**src/rtl/core/idle_power_mode_governor_core_macros.svh**
```systemverilog
// -----------------------------------------------------------------------------
// Idle power mode governor assertion macros
// Concurrent assertion wrappers, empty when building for synthesis.
// -----------------------------------------------------------------------------
`ifndef IDLE_POWER_MODE_GOVERNOR_CORE_MACROS_SVH
`define IDLE_POWER_MODE_GOVERNOR_CORE_MACROS_SVH

`ifndef SYNTHESIS
`define IPMG_ASSERT_CLK(lbl, clk, rstn, prop) \
  lbl: assert property (@(posedge clk) disable iff (!rstn) prop) \
    else $error("ipmg assertion failed");
`define IPMG_ASSERT(lbl, prop) \
  `IPMG_ASSERT_CLK(lbl, clk_i, rst_ni, prop)
`else
`define IPMG_ASSERT_CLK(lbl, clk, rstn, prop)
`define IPMG_ASSERT(lbl, prop)
`endif

`endif

```
**src/rtl/core/ipmg_pkg.sv**
```systemverilog
// -----------------------------------------------------------------------------
// Idle power mode governor package
// Shared types, codes, widths and reset values.
// -----------------------------------------------------------------------------
`timescale 1ns / 1ps

package ipmg_pkg;

  localparam int unsigned TIME_W     = 32;
  localparam int unsigned SEC_W      = 16;
  localparam int unsigned BAND_W     = 10;
  localparam int unsigned MS_W       = 26;
  localparam int unsigned CFG_IDX_W  = 3;
  localparam int unsigned CFG_DATA_W = 16;

  localparam logic [MS_W-1:0] MS_PER_S = MS_W'(1000);

  localparam logic              RST_AUTO_ENABLE   = 1'b0;
  localparam logic [SEC_W-1:0]  RST_DARK_S        = SEC_W'(60);
  localparam logic [SEC_W-1:0]  RST_ECO_S         = SEC_W'(300);
  localparam logic [BAND_W-1:0] RST_ECO_MHZ       = BAND_W'(80);
  localparam logic [BAND_W-1:0] RST_CRUISE_BAND   = BAND_W'(160);
  localparam logic [SEC_W-1:0]  RST_HOLDOFF_S     = SEC_W'(5);
  localparam logic [BAND_W-1:0] RST_FULL_MHZ      = BAND_W'(240);
  localparam logic              RST_SCALABLE      = 1'b1;

  typedef enum logic [1:0] {
    MODE_FULL   = 2'd0,
    MODE_CRUISE = 2'd1,
    MODE_ECO    = 2'd2,
    MODE_DOZE   = 2'd3
  } mode_e;

  typedef enum logic [1:0] {
    ACT_TICK = 2'd0,
    ACT_USER = 2'd1,
    ACT_DECL = 2'd2
  } action_e;

  typedef enum logic [1:0] {
    ST_NONE    = 2'd0,
    ST_APPLIED = 2'd1,
    ST_REFUSED = 2'd2,
    ST_HELD    = 2'd3
  } status_e;

  typedef enum logic [1:0] {
    SWEEP_NONE     = 2'd0,
    SWEEP_REFUSERS = 2'd1,
    SWEEP_UNPROVEN = 2'd2
  } sweep_e;

  typedef enum logic [CFG_IDX_W-1:0] {
    CFG_AUTO_ENABLE  = 3'd0,
    CFG_DARK_S       = 3'd1,
    CFG_ECO_S        = 3'd2,
    CFG_ECO_MHZ      = 3'd3,
    CFG_CRUISE_BAND  = 3'd4,
    CFG_HOLDOFF_S    = 3'd5,
    CFG_FULL_MHZ     = 3'd6,
    CFG_SCALABLE     = 3'd7
  } cfg_idx_e;

  typedef struct packed {
    logic              auto_enable;
    logic [SEC_W-1:0]  dark_s;
    logic [SEC_W-1:0]  eco_s;
    logic [BAND_W-1:0] eco_mhz;
    logic [BAND_W-1:0] cruise_band;
    logic [SEC_W-1:0]  holdoff_s;
    logic [BAND_W-1:0] full_mhz;
    logic              scalable;
  } cfg_t;

  typedef struct packed {
    logic [1:0]        action;
    logic [TIME_W-1:0] now_ms;
    logic [TIME_W-1:0] idle_ms;
    logic              demand_full;
    logic              full_only_held;
    logic [1:0]        want_mode;
    logic              want_display_on;
    logic [BAND_W-1:0] want_min_mhz;
    logic [BAND_W-1:0] want_max_mhz;
    logic              clock_ok;
  } item_t;

  typedef struct packed {
    mode_e             mode;
    logic              screen;
    logic [BAND_W-1:0] band_lo;
    logic [BAND_W-1:0] band_hi;
    logic              owns;
    logic [TIME_W-1:0] last_demand;
  } state_t;

  typedef struct packed {
    mode_e             mode;
    logic              screen;
    logic [BAND_W-1:0] band_lo;
    logic [BAND_W-1:0] band_hi;
    status_e           status;
    sweep_e            sweep;
  } result_t;

  function automatic logic [MS_W-1:0] sec_to_ms(input logic [SEC_W-1:0] sec);
    sec_to_ms = MS_W'(sec) * MS_PER_S;
  endfunction

endpackage

```
**src/rtl/core/idle_power_mode_governor_core.sv**
```systemverilog
// -----------------------------------------------------------------------------
// Idle power mode governor core
// The item and then the result are registered; one item per cycle unless the output stalls.
// The governor state register closes the only loop: one step per item.
// Reset restores the default settings, full mode, screen on, 240 MHz band.
// -----------------------------------------------------------------------------
`timescale 1ns / 1ps

`include "idle_power_mode_governor_core_macros.svh"

module idle_power_mode_governor_core (
  input  logic                              clk_i,
  input  logic                              rst_ni,

  input  logic                              cfg_we_i,
  input  logic [ipmg_pkg::CFG_IDX_W-1:0]    cfg_idx_i,
  input  logic [ipmg_pkg::CFG_DATA_W-1:0]   cfg_data_i,

  input  logic                              in_valid_i,
  output logic                              in_ready_o,
  input  logic [1:0]                        action_i,
  input  logic [ipmg_pkg::TIME_W-1:0]       now_ms_i,
  input  logic [ipmg_pkg::TIME_W-1:0]       idle_ms_i,
  input  logic                              demand_full_i,
  input  logic                              full_only_held_i,
  input  logic [1:0]                        want_mode_i,
  input  logic                              want_display_on_i,
  input  logic [ipmg_pkg::BAND_W-1:0]       want_min_mhz_i,
  input  logic [ipmg_pkg::BAND_W-1:0]       want_max_mhz_i,
  input  logic                              clock_ok_i,

  output logic                              out_valid_o,
  input  logic                              out_ready_i,
  output logic [1:0]                        mode_o,
  output logic                              display_on_o,
  output logic [ipmg_pkg::BAND_W-1:0]       band_low_mhz_o,
  output logic [ipmg_pkg::BAND_W-1:0]       band_high_mhz_o,
  output logic [1:0]                        status_o,
  output logic [1:0]                        sweep_kind_o
);

  ipmg_pkg::cfg_t    cfg_q;
  ipmg_pkg::state_t  state_q;
  ipmg_pkg::state_t  state_d;
  ipmg_pkg::item_t   item_q;
  ipmg_pkg::item_t   item_d;
  ipmg_pkg::result_t res_q;
  ipmg_pkg::result_t res_d;
  logic              in_vld_q;
  logic              out_vld_q;
  logic              accept;
  logic              load;

  assign load       = in_vld_q && (!out_vld_q || out_ready_i);
  assign in_ready_o = !in_vld_q || load;
  assign accept     = in_valid_i && in_ready_o;

  always_ff @(posedge clk_i or negedge rst_ni) begin
    if (!rst_ni) begin
      cfg_q.auto_enable  <= ipmg_pkg::RST_AUTO_ENABLE;
      cfg_q.dark_s       <= ipmg_pkg::RST_DARK_S;
      cfg_q.eco_s        <= ipmg_pkg::RST_ECO_S;
      cfg_q.eco_mhz      <= ipmg_pkg::RST_ECO_MHZ;
      cfg_q.cruise_band  <= ipmg_pkg::RST_CRUISE_BAND;
      cfg_q.holdoff_s    <= ipmg_pkg::RST_HOLDOFF_S;
      cfg_q.full_mhz     <= ipmg_pkg::RST_FULL_MHZ;
      cfg_q.scalable     <= ipmg_pkg::RST_SCALABLE;
    end else if (cfg_we_i) begin
      case (ipmg_pkg::cfg_idx_e'(cfg_idx_i))
        ipmg_pkg::CFG_AUTO_ENABLE:  cfg_q.auto_enable  <= cfg_data_i[0];
        ipmg_pkg::CFG_DARK_S:       cfg_q.dark_s       <= cfg_data_i;
        ipmg_pkg::CFG_ECO_S:        cfg_q.eco_s        <= cfg_data_i;
        ipmg_pkg::CFG_ECO_MHZ:      cfg_q.eco_mhz      <= cfg_data_i[ipmg_pkg::BAND_W-1:0];
        ipmg_pkg::CFG_CRUISE_BAND:  cfg_q.cruise_band  <= cfg_data_i[ipmg_pkg::BAND_W-1:0];
        ipmg_pkg::CFG_HOLDOFF_S:    cfg_q.holdoff_s    <= cfg_data_i;
        ipmg_pkg::CFG_FULL_MHZ:     cfg_q.full_mhz     <= cfg_data_i[ipmg_pkg::BAND_W-1:0];
        ipmg_pkg::CFG_SCALABLE:     cfg_q.scalable     <= cfg_data_i[0];
        default: begin
        end
      endcase
    end
  end

  always_comb begin
    item_d.action          = action_i;
    item_d.now_ms          = now_ms_i;
    item_d.idle_ms         = idle_ms_i;
    item_d.demand_full     = demand_full_i;
    item_d.full_only_held  = full_only_held_i;
    item_d.want_mode       = want_mode_i;
    item_d.want_display_on = want_display_on_i;
    item_d.want_min_mhz    = want_min_mhz_i;
    item_d.want_max_mhz    = want_max_mhz_i;
    item_d.clock_ok        = clock_ok_i;
  end

  always_ff @(posedge clk_i) begin
    if (accept) begin
      item_q <= item_d;
    end
    if (load) begin
      res_q <= res_d;
    end
  end

  always_ff @(posedge clk_i or negedge rst_ni) begin
    if (!rst_ni) begin
      in_vld_q  <= 1'b0;
      out_vld_q <= 1'b0;
    end else begin
      if (accept) begin
        in_vld_q <= 1'b1;
      end else if (load) begin
        in_vld_q <= 1'b0;
      end
      if (load) begin
        out_vld_q <= 1'b1;
      end else if (out_ready_i) begin
        out_vld_q <= 1'b0;
      end
    end
  end

  ipmg_step u_step (
    .cfg_i    (cfg_q),
    .state_i  (state_q),
    .item_i   (item_q),
    .state_o  (state_d),
    .result_o (res_d)
  );

  always_ff @(posedge clk_i or negedge rst_ni) begin
    if (!rst_ni) begin
      state_q.mode        <= ipmg_pkg::MODE_FULL;
      state_q.screen      <= 1'b1;
      state_q.band_lo     <= ipmg_pkg::RST_FULL_MHZ;
      state_q.band_hi     <= ipmg_pkg::RST_FULL_MHZ;
      state_q.owns        <= 1'b0;
      state_q.last_demand <= '0;
    end else if (load) begin
      state_q <= state_d;
    end
  end

  assign out_valid_o     = out_vld_q;
  assign mode_o          = res_q.mode;
  assign display_on_o    = res_q.screen;
  assign band_low_mhz_o  = res_q.band_lo;
  assign band_high_mhz_o = res_q.band_hi;
  assign status_o        = res_q.status;
  assign sweep_kind_o    = res_q.sweep;

  `IPMG_ASSERT(a_owns_not_resting,
    state_q.owns |-> ((state_q.mode != ipmg_pkg::MODE_FULL) || !state_q.screen))
  `IPMG_ASSERT(a_state_holds_without_load,
    !load |=> (state_q == $past(state_q)))
  `IPMG_ASSERT(a_sweep_only_applied,
    (load && (res_d.sweep != ipmg_pkg::SWEEP_NONE)) |-> (res_d.status == ipmg_pkg::ST_APPLIED))
  `IPMG_ASSERT(a_unapplied_keeps_mode,
    (load && (res_d.status != ipmg_pkg::ST_APPLIED)) |=>
      ((state_q.mode == $past(state_q.mode)) && (state_q.band_lo == $past(state_q.band_lo)) &&
       (state_q.band_hi == $past(state_q.band_hi)) && (state_q.owns == $past(state_q.owns))))

endmodule

```
**src/rtl/core/ipmg_step.sv**
```systemverilog
// -----------------------------------------------------------------------------
// Idle power mode governor step
// Target selection and transition for one item against the current state.
// -----------------------------------------------------------------------------
`timescale 1ns / 1ps

module ipmg_step (
  input  ipmg_pkg::cfg_t    cfg_i,
  input  ipmg_pkg::state_t  state_i,
  input  ipmg_pkg::item_t   item_i,
  output ipmg_pkg::state_t  state_o,
  output ipmg_pkg::result_t result_o
);

  logic                          resting;
  logic                          tick_go;
  logic                          take_now;
  logic [ipmg_pkg::TIME_W-1:0]   ldt;
  logic [ipmg_pkg::TIME_W-1:0]   since_demand;
  logic                          cruise;
  logic                          scr_off;
  logic                          eco;
  ipmg_pkg::mode_e               tick_mode;
  logic [ipmg_pkg::BAND_W-1:0]   tick_band;

  assign resting  = (state_i.mode == ipmg_pkg::MODE_FULL) && state_i.screen;
  assign tick_go  = resting || state_i.owns;
  assign take_now = (item_i.action == ipmg_pkg::ACT_DECL) ||
                    ((item_i.action == ipmg_pkg::ACT_TICK) && tick_go &&
                     item_i.demand_full);
  assign ldt      = take_now ? item_i.now_ms : state_i.last_demand;

  assign since_demand = item_i.now_ms - ldt;
  assign cruise  = (cfg_i.cruise_band != '0) &&
                   (since_demand >= ipmg_pkg::TIME_W'(ipmg_pkg::sec_to_ms(cfg_i.holdoff_s)));
  assign scr_off = cfg_i.auto_enable && (cfg_i.dark_s != '0) &&
                   (item_i.idle_ms >=
                    ipmg_pkg::TIME_W'(ipmg_pkg::sec_to_ms(cfg_i.dark_s)));
  assign eco     = cfg_i.auto_enable && (cfg_i.eco_s != '0) &&
                   (item_i.idle_ms >= ipmg_pkg::TIME_W'(ipmg_pkg::sec_to_ms(cfg_i.eco_s))) &&
                   !item_i.full_only_held;

  always_comb begin
    if (eco) begin
      tick_band = cfg_i.eco_mhz;
      tick_mode = scr_off ? ipmg_pkg::MODE_DOZE : ipmg_pkg::MODE_ECO;
    end else if (cruise) begin
      tick_band = cfg_i.cruise_band;
      tick_mode = ipmg_pkg::MODE_CRUISE;
    end else begin
      tick_band = cfg_i.full_mhz;
      tick_mode = ipmg_pkg::MODE_FULL;
    end
  end

  always_comb begin
    ipmg_pkg::mode_e             tm;
    logic                        tscr;
    logic [ipmg_pkg::BAND_W-1:0] tlo;
    logic [ipmg_pkg::BAND_W-1:0] thi;
    logic                        by_user;
    logic                        go;
    logic                        held;
    logic                        moves;
    logic                        same;
    ipmg_pkg::status_e           status;
    ipmg_pkg::sweep_e            sweep;

    tm      = state_i.mode;
    tscr    = state_i.screen;
    tlo     = state_i.band_lo;
    thi     = state_i.band_hi;
    by_user = 1'b0;
    go      = 1'b0;
    held    = 1'b0;
    case (item_i.action)
      ipmg_pkg::ACT_TICK: begin
        if (tick_go) begin
          go   = 1'b1;
          tm   = tick_mode;
          tscr = !scr_off;
          tlo  = tick_band;
          thi  = tick_band;
        end else begin
          held = 1'b1;
        end
      end
      ipmg_pkg::ACT_USER: begin
        go      = 1'b1;
        by_user = 1'b1;
        tm      = ipmg_pkg::mode_e'(item_i.want_mode);
        tscr    = item_i.want_display_on;
        tlo     = item_i.want_min_mhz;
        thi     = item_i.want_max_mhz;
      end
      ipmg_pkg::ACT_DECL: begin
        go  = state_i.owns && (state_i.mode == ipmg_pkg::MODE_CRUISE);
        tm  = ipmg_pkg::MODE_FULL;
        tlo = cfg_i.full_mhz;
        thi = cfg_i.full_mhz;
      end
      default: begin
      end
    endcase

    moves = (tlo != state_i.band_lo) || (thi != state_i.band_hi);
    if (moves && !cfg_i.scalable) begin
      tlo   = state_i.band_lo;
      thi   = state_i.band_hi;
      moves = 1'b0;
    end
    same = (tm == state_i.mode) && (tscr == state_i.screen) &&
           (tlo == state_i.band_lo) && (thi == state_i.band_hi);

    state_o             = state_i;
    state_o.last_demand = ldt;
    status              = held ? ipmg_pkg::ST_HELD : ipmg_pkg::ST_NONE;
    sweep               = ipmg_pkg::SWEEP_NONE;
    if (go && !same) begin
      if (moves && !item_i.clock_ok) begin
        status = ipmg_pkg::ST_REFUSED;
      end else begin
        status          = ipmg_pkg::ST_APPLIED;
        state_o.mode    = tm;
        state_o.screen  = tscr;
        state_o.band_lo = tlo;
        state_o.band_hi = thi;
        state_o.owns    = !by_user && ((tm != ipmg_pkg::MODE_FULL) || !tscr);
        if (by_user && (tm > state_i.mode)) begin
          sweep = (tm == ipmg_pkg::MODE_CRUISE) ? ipmg_pkg::SWEEP_REFUSERS
                                                : ipmg_pkg::SWEEP_UNPROVEN;
        end
      end
    end

    result_o.mode    = state_o.mode;
    result_o.screen  = state_o.screen;
    result_o.band_lo = state_o.band_lo;
    result_o.band_hi = state_o.band_hi;
    result_o.status  = status;
    result_o.sweep   = sweep;
  end

endmodule

```
**config.mk**
```make
export PLATFORM = sky130hd
export DESIGN_NAME = idle_power_mode_governor_core
export DESIGN_NICKNAME = d
export VERILOG_FILES = /design/src/rtl/core/ipmg_pkg.sv /design/src/rtl/core/idle_power_mode_governor_core.sv /design/src/rtl/core/ipmg_step.sv
export VERILOG_INCLUDE_DIRS = /design/src /design/src/rtl/core
export SDC_FILE = /design/constraint.sdc
export NUM_CORES = 1
export LEC_CHECK = 0
export BUFFER_PORTS_ARGS = -buffer_cell sky130_fd_sc_hd__buf_4
export CORE_MARGIN = 2
export CORE_UTILIZATION = 56
export CTS_BUF_LIST = sky130_fd_sc_hd__clkbuf_8
export CTS_CLUSTER_DIAMETER = 150
export DETAILED_ROUTE_END_ITERATION = 8
export PLACE_DENSITY_LB_ADDON = 0.2
export SLEW_MARGIN = 20
export SYNTH_ARGS = -nofsm -noshare
export SYNTH_HDL_FRONTEND = slang
export SYNTH_SLANG_ARGS = --single-unit
```
**constraint.sdc**
```tcl
create_clock -name clk_i -period 12.25 [get_ports clk_i]
set_clock_uncertainty 0.15 [all_clocks]
set_input_delay 1.225 -clock clk_i [delete_from_list [all_inputs] [get_ports clk_i]]
set_output_delay 1.225 -clock clk_i [all_outputs]
set_load 0.02 [all_outputs]
```
### Word-level counts from Yosys, hierarchy flattened

Index checks and enable logic that the tools add are counted.

| cells by class | value |
|---|---|
| $add $sub $neg | 1 |
| $mul | 3 |
| magnitude comparators | 4 |
| eq/ne operators | 17 |
| muxes and demuxes | 32 |
| bitwise operators | 3 |
| reduce and logical (&&, ||, !) cells | 54 |

Operator list:

| cell | number |
|---|---|
| $ge A32 B26 Y1 | 3 |
| $mul A16 B7 Y23 const B | 3 |
| $mux W10 | 6 |
| $pmux W10 S3 | 2 |
| $mux W24 | 2 |
| $mux W32 | 1 |
| $reduce_bool A16 Y1 | 2 |
| $sub A32 B32 Y32 | 1 |
| $eq A10 B10 Y1 | 2 |
| $logic_and A1 B1 Y1 | 20 |
| $ne A10 B10 Y1 | 2 |
| $reduce_and A2 Y1 | 8 |
| $eq A3 B3 Y1 const B | 4 |
| $mux W1 | 12 |
| $mux W2 | 6 |
| $reduce_bool A10 Y1 | 1 |
| $logic_not A1 Y1 | 9 |
| $eq A2 B1 Y1 const B | 3 |
| $eq A3 B2 Y1 const B | 2 |
| $logic_or A1 B1 Y1 | 6 |
| $pmux W2 S3 | 1 |
| $reduce_bool A2 Y1 | 3 |
| $logic_not A2 Y1 | 2 |
| $eq A3 B1 Y1 const B | 1 |
| 10 further kinds | 12 |

| word-level totals | value |
|---|---|
| register bits after elaboration | 257 |
| input bits | 116 |
| logic and storage cells | 146 |

### Longest topological paths before layout

Gate-level depths: netlist of the first run.

| logic depth | value |
|---|---|
| depth after elaboration | 25 |
| mapped depth | 43 |

### Hierarchy

A second synthesis of the first run with hierarchy kept.

| second synthesis, totals | value |
|---|---|
| cell total of the unflattened synthesis | 2,161 |
| area, all modules | 23,052.1 µm² |

By module, submodules not included:

| module | times used | cells an instance | area an instance (µm²) | sequential area each (µm²) |
|---|---|---|---|---|
| ipmg_step | 1 | 1,738 | 14,222.4 | 0.0 |
| idle_power_mode_governor_core | 1 | 423 | 8,829.7 | 7,061.8 |

### Least setup slack after synthesis of the first run

No wires, ideal clock.

| timing | value |
|---|---|
| kind | register to register |
| start | register cfg_q[13] in the netlist's numbering |
| end | register state_q[32] in the netlist's numbering |
| setup time | 0.125 ns |
| arrival | 8.970 ns |
| setup slack | 3.005 ns |
| stages on the path, launching flop included | 41 |
| buffers on the path | 2 |
| period minus slack after synthesis | 9.245 ns |
| path through | dfstp_2 -> fa_1 -> fa_1 -> inv_1 -> fa_1 -> fa_1 -> inv_1 -> ha_1 -> inv_1 -> o21ai_0 -> a21oi_1 -> o21ai_0 -> a21oi_1 -> o21ai_0 -> a21oi_1 -> o21bai_1 -> a21o_1 -> a21o_1 -> [... 5 more ...] -> nand4_1 -> or4_1 -> or2_0 -> o221ai_1 -> nor3_1 -> mux2_2 -> nand4_1 -> o21ai_2 -> buf_2 -> o211ai_1 -> a32oi_1 -> ha_1 -> nand2_1 -> nor2_1 -> or3_1 -> clkbuf_1 -> o2bb2ai_1 -> mux2_2 |

| on the way | value |
|---|---|
| cells in the longest elaborated chain, start to end | 17 |
| elaborated cells on any way between the ends | 34 |
| classes of those cells | 1 x mul; 1 x order compare; 5 x eq/ne; 13 x mux; 1 x bitwise; 13 x reduce/logical |

RTL lines:

| what | line | text |
|---|---|---|
| start, declared | idle_power_mode_governor_core.sv:42 | `ipmg_pkg::cfg_t cfg_q;` |
| $mul A16 B7 Y23 * | ipmg_pkg.sv:107 | `sec_to_ms = MS_W'(sec) * MS_PER_S;` |
| $ge A32 B26 Y1 * | ipmg_step.sv:35 | `(since_demand >= ipmg_pkg::TIME_W'(ipmg_pkg::sec_to_ms(cfg_i.holdoff_s)));` |
| $logic_and A1 B1 Y1 * | ipmg_step.sv:34 | `assign cruise = (cfg_i.cruise_band != '0) &&` |
| $mux W10 | ipmg_step.sv:47 | `end else if (cruise) begin` |
| $mux W10 | ipmg_step.sv:44 | `if (eco) begin` |
| $mux W10 | ipmg_step.sv:78 | `if (tick_go) begin` |
| $pmux W10 S3 | ipmg_step.sv:76 | `case (item_i.action)` |
| $ne A10 B10 Y1 | ipmg_step.sv:106 | `moves = (tlo != state_i.band_lo) \|\| (thi != state_i.band_hi);` |
| $logic_or A1 B1 Y1 | ipmg_step.sv:106 |  |
| $logic_and A1 B1 Y1 | ipmg_step.sv:107 | `if (moves && !cfg_i.scalable) begin` |
| $mux W10 | ipmg_step.sv:107 |  |
| $eq A10 B10 Y1 | ipmg_step.sv:113 | `(tlo == state_i.band_lo) && (thi == state_i.band_hi);` |
| $logic_and A1 B1 Y1 | ipmg_step.sv:112 | `same = (tm == state_i.mode) && (tscr == state_i.screen) &&` |
| $logic_and A1 B1 Y1 | ipmg_step.sv:113 |  |
| $logic_not A1 Y1 | ipmg_step.sv:119 | `if (go && !same) begin` |
| $logic_and A1 B1 Y1 | ipmg_step.sv:119 |  |
| $reduce_and A3 Y1 (no line) | n/a |  |
| end signal, assigned | idle_power_mode_governor_core.sv:141 | `state_q <= state_d;` |
| end, declared | idle_power_mode_governor_core.sv:43 | `ipmg_pkg::state_t state_q;` |

Mark *: on every way between the ends. The rest lies on a longest branch, timed or not.
A chain may end at the register's enable or synchronous reset.

==> key figures, run 1 <==
Clock tree
  – Sink Count: between 200 and 300
  – Clk Latency, worst-skew pair: between 0.6 and 0.7 ns
  – Root buf cell: clkbuf_8
  – Gates resized, CTS repair: 0
  – CTS buffer count: between 40 and 50
  – Worst-path clk slew: approximately 0.06 ns
  – H-Tree Depth: 2
  – CTS tree: built
  – # hold bufs at CTS: 0
  – Clock Path Buffers: 3
  – Postcts setup bufs: 0

Timing
  – Fmax: 93.09 MHz
  – Setup_tns: 0 ns
  – Post-route setup slack: ~1.5 ns
  – RSZ-0062 raised after global routing: false
  – # setup viols final: 0
  – Pin slew with the least headroom to its limit: between 0.9 and 1 ns
  – Period minus WS final: around 11 ns
  – Slew Limit Headroom: about a third
  – Slew Limit Fails: 0
  – Fin. Hold Viols: 0
  – Period utilization: approximately 88%

Routing
  – Drt wl/cell: about 21 um
  – Routed vias/inst: slightly above 6
  – Routed Antenna Nets: 0
  – Final WL: about 64 mm
  – First drt pass iteration count: 5
  – Drt drc: 0
  – DR vias: 18,168
  – DR iter-0 viols: 1,343

Floorplanning
  – CORE AREA: 0.04092 mm2
  – # rows: 74
  – Chip Height: 207.9 um
  – Die area: 0.04321 mm2
  – Die X: between 200 and 250 um
  – Starting Density: a little under three fifths
  – I/O pin count: about 150

Flow run
  – Number of max-cap violations: 0

Cells and area
  – Storage cell area: 0.007062 mm2
  – Final net count: about 3,000
  – Final Non-Filler Cells: between 2,000 and 3,000
  – Synth-to-layout area growth: 11.01%
  – Share of cells above drive strength 1: between 10% and 20%
  – Most frequent cells in the layout: 280 x inv_1, 275 x ha_1, 162 x fa_1, 162 x buf_4, 148 x nor2_1
  – Fill count: ~3,400
  – Multi-input gate area: around 0.015 mm2
  – Most common cell after layout, fill and taps aside: inv_1

Synth
  – Post-synth EDFFs: between 100 and 150
  – Yosys warns: 0
  – Syn nets: 2,836
  – Yosys cell types: 95
  – Synth Cell Area: between 0.02 and 0.025 mm2
  – Top_reg_cell synth: edfxtp_1
  – Post-synthesis cell count: roughly 2,300
  – Ys async rst share: 53.70%
  – Register bit total from synthesis: roughly 260
  – Sequential area share after synthesis: between 30 and 40%
  – Avg Inst Size Synth: just over 10 um2

Setup path
  – Critical R2R Capture: band_high_mhz_o[0]
  – Reg2Reg Setup Slack: ~1.5 ns
  – Crit path to: band_high_mhz_o[0]
  – Worst setup EP type: flop
  – Reg2Reg Depth: 37
  – WS Path Type: reg2reg
  – Worst EP required: between 10 and 15 ns
  – Setup crit start kind: flop
  – Highest-delay cell along the critical path: nand2_1
  – Worst setup startpoint: cfg_q[49]
  – Crit path DAT: ~11 ns
  – Max Fanout on Critical Path: 35
  – Crit path top cell by count: fa_1
  – Reg2reg start: cfg_q[49]
  – CP max stage delay: approximately 0.78 ns

Placement
  – Port Buf Inserts: about 140
  – Dpl ws: between 1.5 and 2 ns
  – Gpl congestion: 0.9961
  – Final HPWL DP: 50.79 mm
  – Cells after DPL: between 2,000 and 3,000

Global routing
  – Global-route usage over all layers: a little under a third
  – Initial antenna violation count: 1
  – Largest net degree at the start of global routing: 72
  – Number of global-route vias before repair: 18,727
  – Overflow after GRT: 0
  – First-pass GRT wire length: around 100 mm

Status
  – Status: finished, final reports clean

Min path
  – Worst hold path class: reg2reg
through the flow:
step	area, um2	hold WS, ns	util, %
after global placement	24880	0.3248	60.80
after floorplan	23280	0.3072	-
after detailed placement	24880	0.3365	60.80
after global routing	25840	0.3746	63.14
final	25840	0.3516	63.14
after CTS	25840	0.3516	63.13
worst max-delay path: cells and delay by family (launching register included):
kind	cells	cell delay [ns]
simple gates	9	2.28
fa+ha+maj	6	2.61
buf+inv	3	0.42
xor+xnor	1	0.12
flops	1	0.60
compound gates	18	4.20
state kept, by name, indices dropped and copies added, names as in the netlist:
name / count
band_high_mhz_o: 10
band_low_mhz_o: 10
cfg_q: 80
display_on_o: 1
in_vld_q: 1
item_q: 92
mode_o: 2
out_valid_o: 1
state_q: 56
status_o: 2
sweep_kind_o: 2
final cells by class:
type,count,share of cell area (%)
diodes,1,0.009684
clock buffers,52,2.770
multi-input cells,1691,57.77
inverters,266,3.864
well taps,532,2.576
clock inverters,33,0.9297
flip-flops and latches,257,27.33
repair buffers,163,4.750
Yosys cell counts, drive strengths merged (11+ instances only):
| cell | count | area [um2] |
|---|---|---|
| ha | 275 | 3441 |
| inv | 266 | 998.5 |
| fa | 162 | 3243 |
| nor2 | 150 | 565.6 |
| nand2 | 140 | 530.5 |
| o21ai | 121 | 613.1 |
| edfxtp | 119 | 3573 |
| a21oi | 112 | 579.3 |
| dfrtp | 110 | 2753 |
| mux2 | 90 | 1013 |
| nor3 | 70 | 355.3 |
| xnor2 | 53 | 479.2 |
| mux2i | 41 | 410.4 |
| nand3 | 39 | 200.2 |
| a21o | 37 | 277.8 |
| clkbuf | 37 | 140.1 |
| buf | 32 | 187.7 |
| xor2 | 31 | 279.0 |
| dfstp | 28 | 735.7 |
| a221oi | 26 | 290.3 |
| nand4 | 25 | 156.4 |
| or3 | 20 | 125.1 |
| a32oi | 18 | 157.7 |
| nand2b | 17 | 106.4 |
| o211ai | 16 | 120.1 |
| a31oi | 15 | 93.84 |
| a211oi | 14 | 115.1 |
| and2 | 14 | 90.09 |
| nor2b | 14 | 87.58 |
| a211o | 13 | 113.9 |
| nor4 | 12 | 81.33 |
| and3 | 11 | 73.82 |
| o21a | 11 | 82.58 |
| o21bai | 11 | 82.58 |
| or2 | 11 | 68.82 |
routing by layer:
metal	routed length [um]	GRT usage (%)	part of all wire [%]
met4	2258	10.49	3.5
met1	27170	41.17	42
met3	4350	5.477	6.8
met5	0	0	0
met2	30410	49.48	47
cells by family (layout without fill, tap and decap cells):
group	Yosys count	after routing	synth area share (%)
and+or+nand+nor	549	549	11.42
AOI/OAI and AO/OA	490	490	14.46
adders and majority gates	437	437	28.71
buffers and inverters	335	514	5.698
DFF	257	257	30.34
muxes	131	131	6.117
xor gates and xnor gates	84	84	3.257
other	0	1	0
worst min path at each step:
stage / startpoint / endpoint / slack (ns) / depth (start not counted)
after floorplan: in_vld_q / out_valid_o / 0.31 / 1
after global placement: in_vld_q / out_valid_o / 0.32 / 1
after detailed placement: in_vld_q / out_valid_o / 0.34 / 1
after CTS: in_vld_q / out_valid_o / 0.35 / 1
after global routing: state_q[49] / state_q[49] / 0.37 / 2
final: in_vld_q / out_valid_o / 0.35 / 1
Power of run 1 is left out: the tool's default activity adds up to more than one toggle a clock period on the data nets, which glitch-free logic cannot reach.
==> run 2: changes to the inputs <==
--- a/config.mk
+++ b/config.mk
@@ -16,4 +16,5 @@
 export SLEW_MARGIN = 20
 export SYNTH_ARGS = -nofsm -noshare
 export SYNTH_HDL_FRONTEND = slang
+export SYNTH_HIERARCHICAL = 1
 export SYNTH_SLANG_ARGS = --single-unit
==> run 2 against run 1 <==
Against the previous run:
- maximum frequency increased by 2.7%
- non-clock buffer count fell by 9
- core utilization decreased by 0.74 points
- critical path type unchanged
==> key figures, run 2 <==
Timing
  – # setup viols final: 0 (unchanged)
  – Fin. Hold Viols: 0 (unchanged)
  – Pin slew with the least headroom to its limit: 0.9761 ns (-0.01440 ns)
  – Fmax: 95.63 MHz (+2.7%)
  – Period utilization: 85.37% (-2.3 points)
  – RSZ-0062 raised after global routing: false
  – Slew Limit Fails: 0 (unchanged)
  – Period minus WS final: 10.46 ns (-0.2845 ns)
  – Setup_tns: 0 ns (unchanged)
  – Slew Limit Headroom: 34.86% (+1.3 points)

Global routing
  – First-pass GRT wire length: 91.44 mm (-12%)
  – Overflow after GRT: 0 (unchanged)
  – Global-route usage over all layers: 27.45% (-3.0 points)
  – Number of global-route vias before repair: 17,034 (-9.0%)
  – Largest net degree at the start of global routing: 81 (+13%)
  – Initial antenna violation count: 3 (+2)

Floorplanning
  – I/O pin count: 145 (unchanged)
  – Die X: 206.9 um (-0.48%)
  – Chip Height: 206.9 um (-0.48%)
  – # rows: 74 (unchanged)
  – CORE AREA: 0.04074 mm2 (-0.45%)
  – Die area: 0.04280 mm2 (-0.95%)
  – Starting Density: 56.58% (-0.29 points)

Synth
  – Yosys cell types: 99 (+4.2%)
  – Ys async rst share: 53.70% (unchanged)
  – Syn nets: 2,714 (-4.3%)
  – Synth Cell Area: 0.02305 mm2 (-0.97%)
  – Post-synth EDFFs: 119 (unchanged)
  – Yosys warns: 6 (+6)
  – Post-synthesis cell count: 2,161 (-5.3%)
  – Register bit total from synthesis: 257 (unchanged)
  – Largest area contributor in the netlist: edfxtp_1
  – Top_reg_cell synth: edfxtp_1
  – Synth top area share: 15.50% (+0.15 points)
  – Avg Inst Size Synth: 10.67 um2 (+4.6%)
  – Count leader, synth: inv_1
  – Synth area leaders: edfxtp_1 16%, ha_1 15%, fa_1 14%
  – Sequential area share after synthesis: 30.63% (+0.30 points)
  – Top post-synthesis cells by count: 286 x inv_1, 275 x ha_1, 162 x fa_1

Clock tree
  – Sink Count: 257 (unchanged)
  – CTS tree: built
  – Clock Path Buffers: 3 (unchanged)
  – Postcts setup bufs: 0 (unchanged)
  – Gates resized, CTS repair: 0 (unchanged)
  – Clk Latency, worst-skew pair: 0.63 ns (about the same)
  – H-Tree Depth: 2 (unchanged)
  – # hold bufs at CTS: 0 (unchanged)
  – Worst-path clk slew: 0.06 ns (about the same)
  – CTS buffer count: 47 (+2.2%)
  – Root buf cell: clkbuf_8

Min path
  – Worst hold path class: reg2reg

Cells and area
  – Biggest register: item_q
  – Synth-to-layout area growth: 10.27%
  – Most frequent cells in the layout: 294 x inv_1, 275 x ha_1, 162 x fa_1, 153 x buf_4, 145 x mux2_2
  – Most common cell after layout, fill and taps aside: inv_1
  – Max reg flops: 92 (unchanged)
  – Multi-input gate area: 0.01449 mm2 (-2.9%)
  – Fill count: 3,334 (-3.0%)
  – Share of cells above drive strength 1: 19.10% (+2.8 points)
  – # diodes: 0 (-1)
  – Final net count: 2,845 (-4.5%)
  – Largest regs: item_q (92), cfg_q (80), state_q (56)
  – Storage cell area: 0.007062 mm2 (unchanged)

Routing
  – DR vias: 16,646 (-8.4%)
  – First drt pass iteration count: 7 (+2)
  – Routed vias/inst: 5.816 (-4.1%)
  – Final WL: 56.65 mm (-12%)
  – Drt drc: 0 (unchanged)
  – Routed Antenna Nets: 0 (unchanged)
  – Drt wl/cell: 19.79 um (-7.6%)
  – DR iter-0 viols: 1,065 (-21%)

Setup path
  – Worst setup EP type: flop
  – Worst EP required: 12.60 ns (+0.19 ns)
  – CP max stage delay: 0.72 ns (-0.06 ns)
  – Setup crit start kind: flop
  – Highest-delay cell along the critical path: o22ai_4
  – Max Fanout on Critical Path: 20 (-43%)
  – Crit path DAT: 10.80 ns (-0.10 ns)
  – WS Path Type: reg2reg
  – Crit path top cell by count: o21ai_0

Placement
  – Port Buf Inserts: 144 (unchanged)
  – Final HPWL DP: 44.77 mm (-12%)
  – Gpl congestion: 0.9400 (-5.6%)

Flow run
  – Number of max-cap violations: 0 (unchanged)

Status
  – Status: finished, final reports clean
run 2: changes by cell type in the layout (fill, tap and decap cells not counted), sizes merged, moves of 11 or more:
cell,change
inv,+17
or3,-11
o21ai,-25
nor2,-62
nand2b,+13
mux2,+69
a211o,-11
a221oi,-19
nand2,-21
nor3,-40
a21o,-14
run 2: layer usage:
layer | global-route usage (%) | vias to the layer above | wire [um]
met4 | 6.383 | 6 | 1081
li1 | - | 7868 | -
met5 | 0 | - | 40
met3 | 5.353 | 89 | 3451
met1 | 38.45 | 8262 | 25930
met2 | 44.20 | 421 | 26150
run 2: critical path: cells and delay by family (launching register included):
kind | cells | cell delay [ns]
xor gates and xnor gates | 1 | 0.19
adders and majority gates | 7 | 2.83
muxes | 2 | 0.62
DFF | 1 | 0.61
buffers and inverters | 2 | 0.09
AOI/OAI and AO/OA | 20 | 4.75
and+or+nand+nor | 7 | 1.09
run 2: metrics by stage:
stage	util [%]	hold WS [ns]	setup slack, ns	instances	cell area [um2]
2_1_floorplan	-	0.3072	3.213	2161	23050
3_3_place_gp	60.04	0.3330	2.024	2775	24460
3_5_place_dp	60.04	0.3426	1.829	2775	24460
4_1_cts	62.40	0.3552	1.806	2862	25420
5_1_grt	62.40	0.3586	0.9807	2862	25420
6_report	62.40	0.3543	1.793	2862	25420
run 2: cell families (layout without fill, tap and decap cells):
group	Yosys count	in the layout	share of synthesized area, %
adder cells (fa/ha/maj)	437	437	28.99
AND/OR/NAND/NOR	428	428	9.542
AO/OA/AOI/OAI	397	397	11.39
buffers and inverters	360	529	6.573
flip-flops	257	257	30.63
multiplexers	201	201	9.786
XOR/XNOR	81	81	3.078
run 2: final timing paths:
kind / slack [ns] / endpoint / startpoint / depth (start not counted)
max reg2reg: 1.79 / state_q[42] / cfg_q[11] / 39
min: 0.35 / state_q[21] / state_q[21] / 1
min reg2reg: 0.35 / state_q[21] / state_q[21] / 1
max: 1.79 / state_q[42] / cfg_q[11] / 39
max in group asynchronous: 10.08 / cfg_q[36] / rst_ni / 2
min in group asynchronous: 0.53 / state_q[55] / rst_ni / 1
run 2: final cells by class:
type | count | area share, %
Sequential cell | 257 | 27.78
Inverter | 288 | 4.253
Clock inverter | 33 | 0.8564
Tap cell | 532 | 2.618
Multi-Input combinational cell | 1544 | 57.01
Clock buffer | 54 | 2.924
Timing Repair Buffer | 154 | 4.563
Power of run 2 is left out for the same reason.
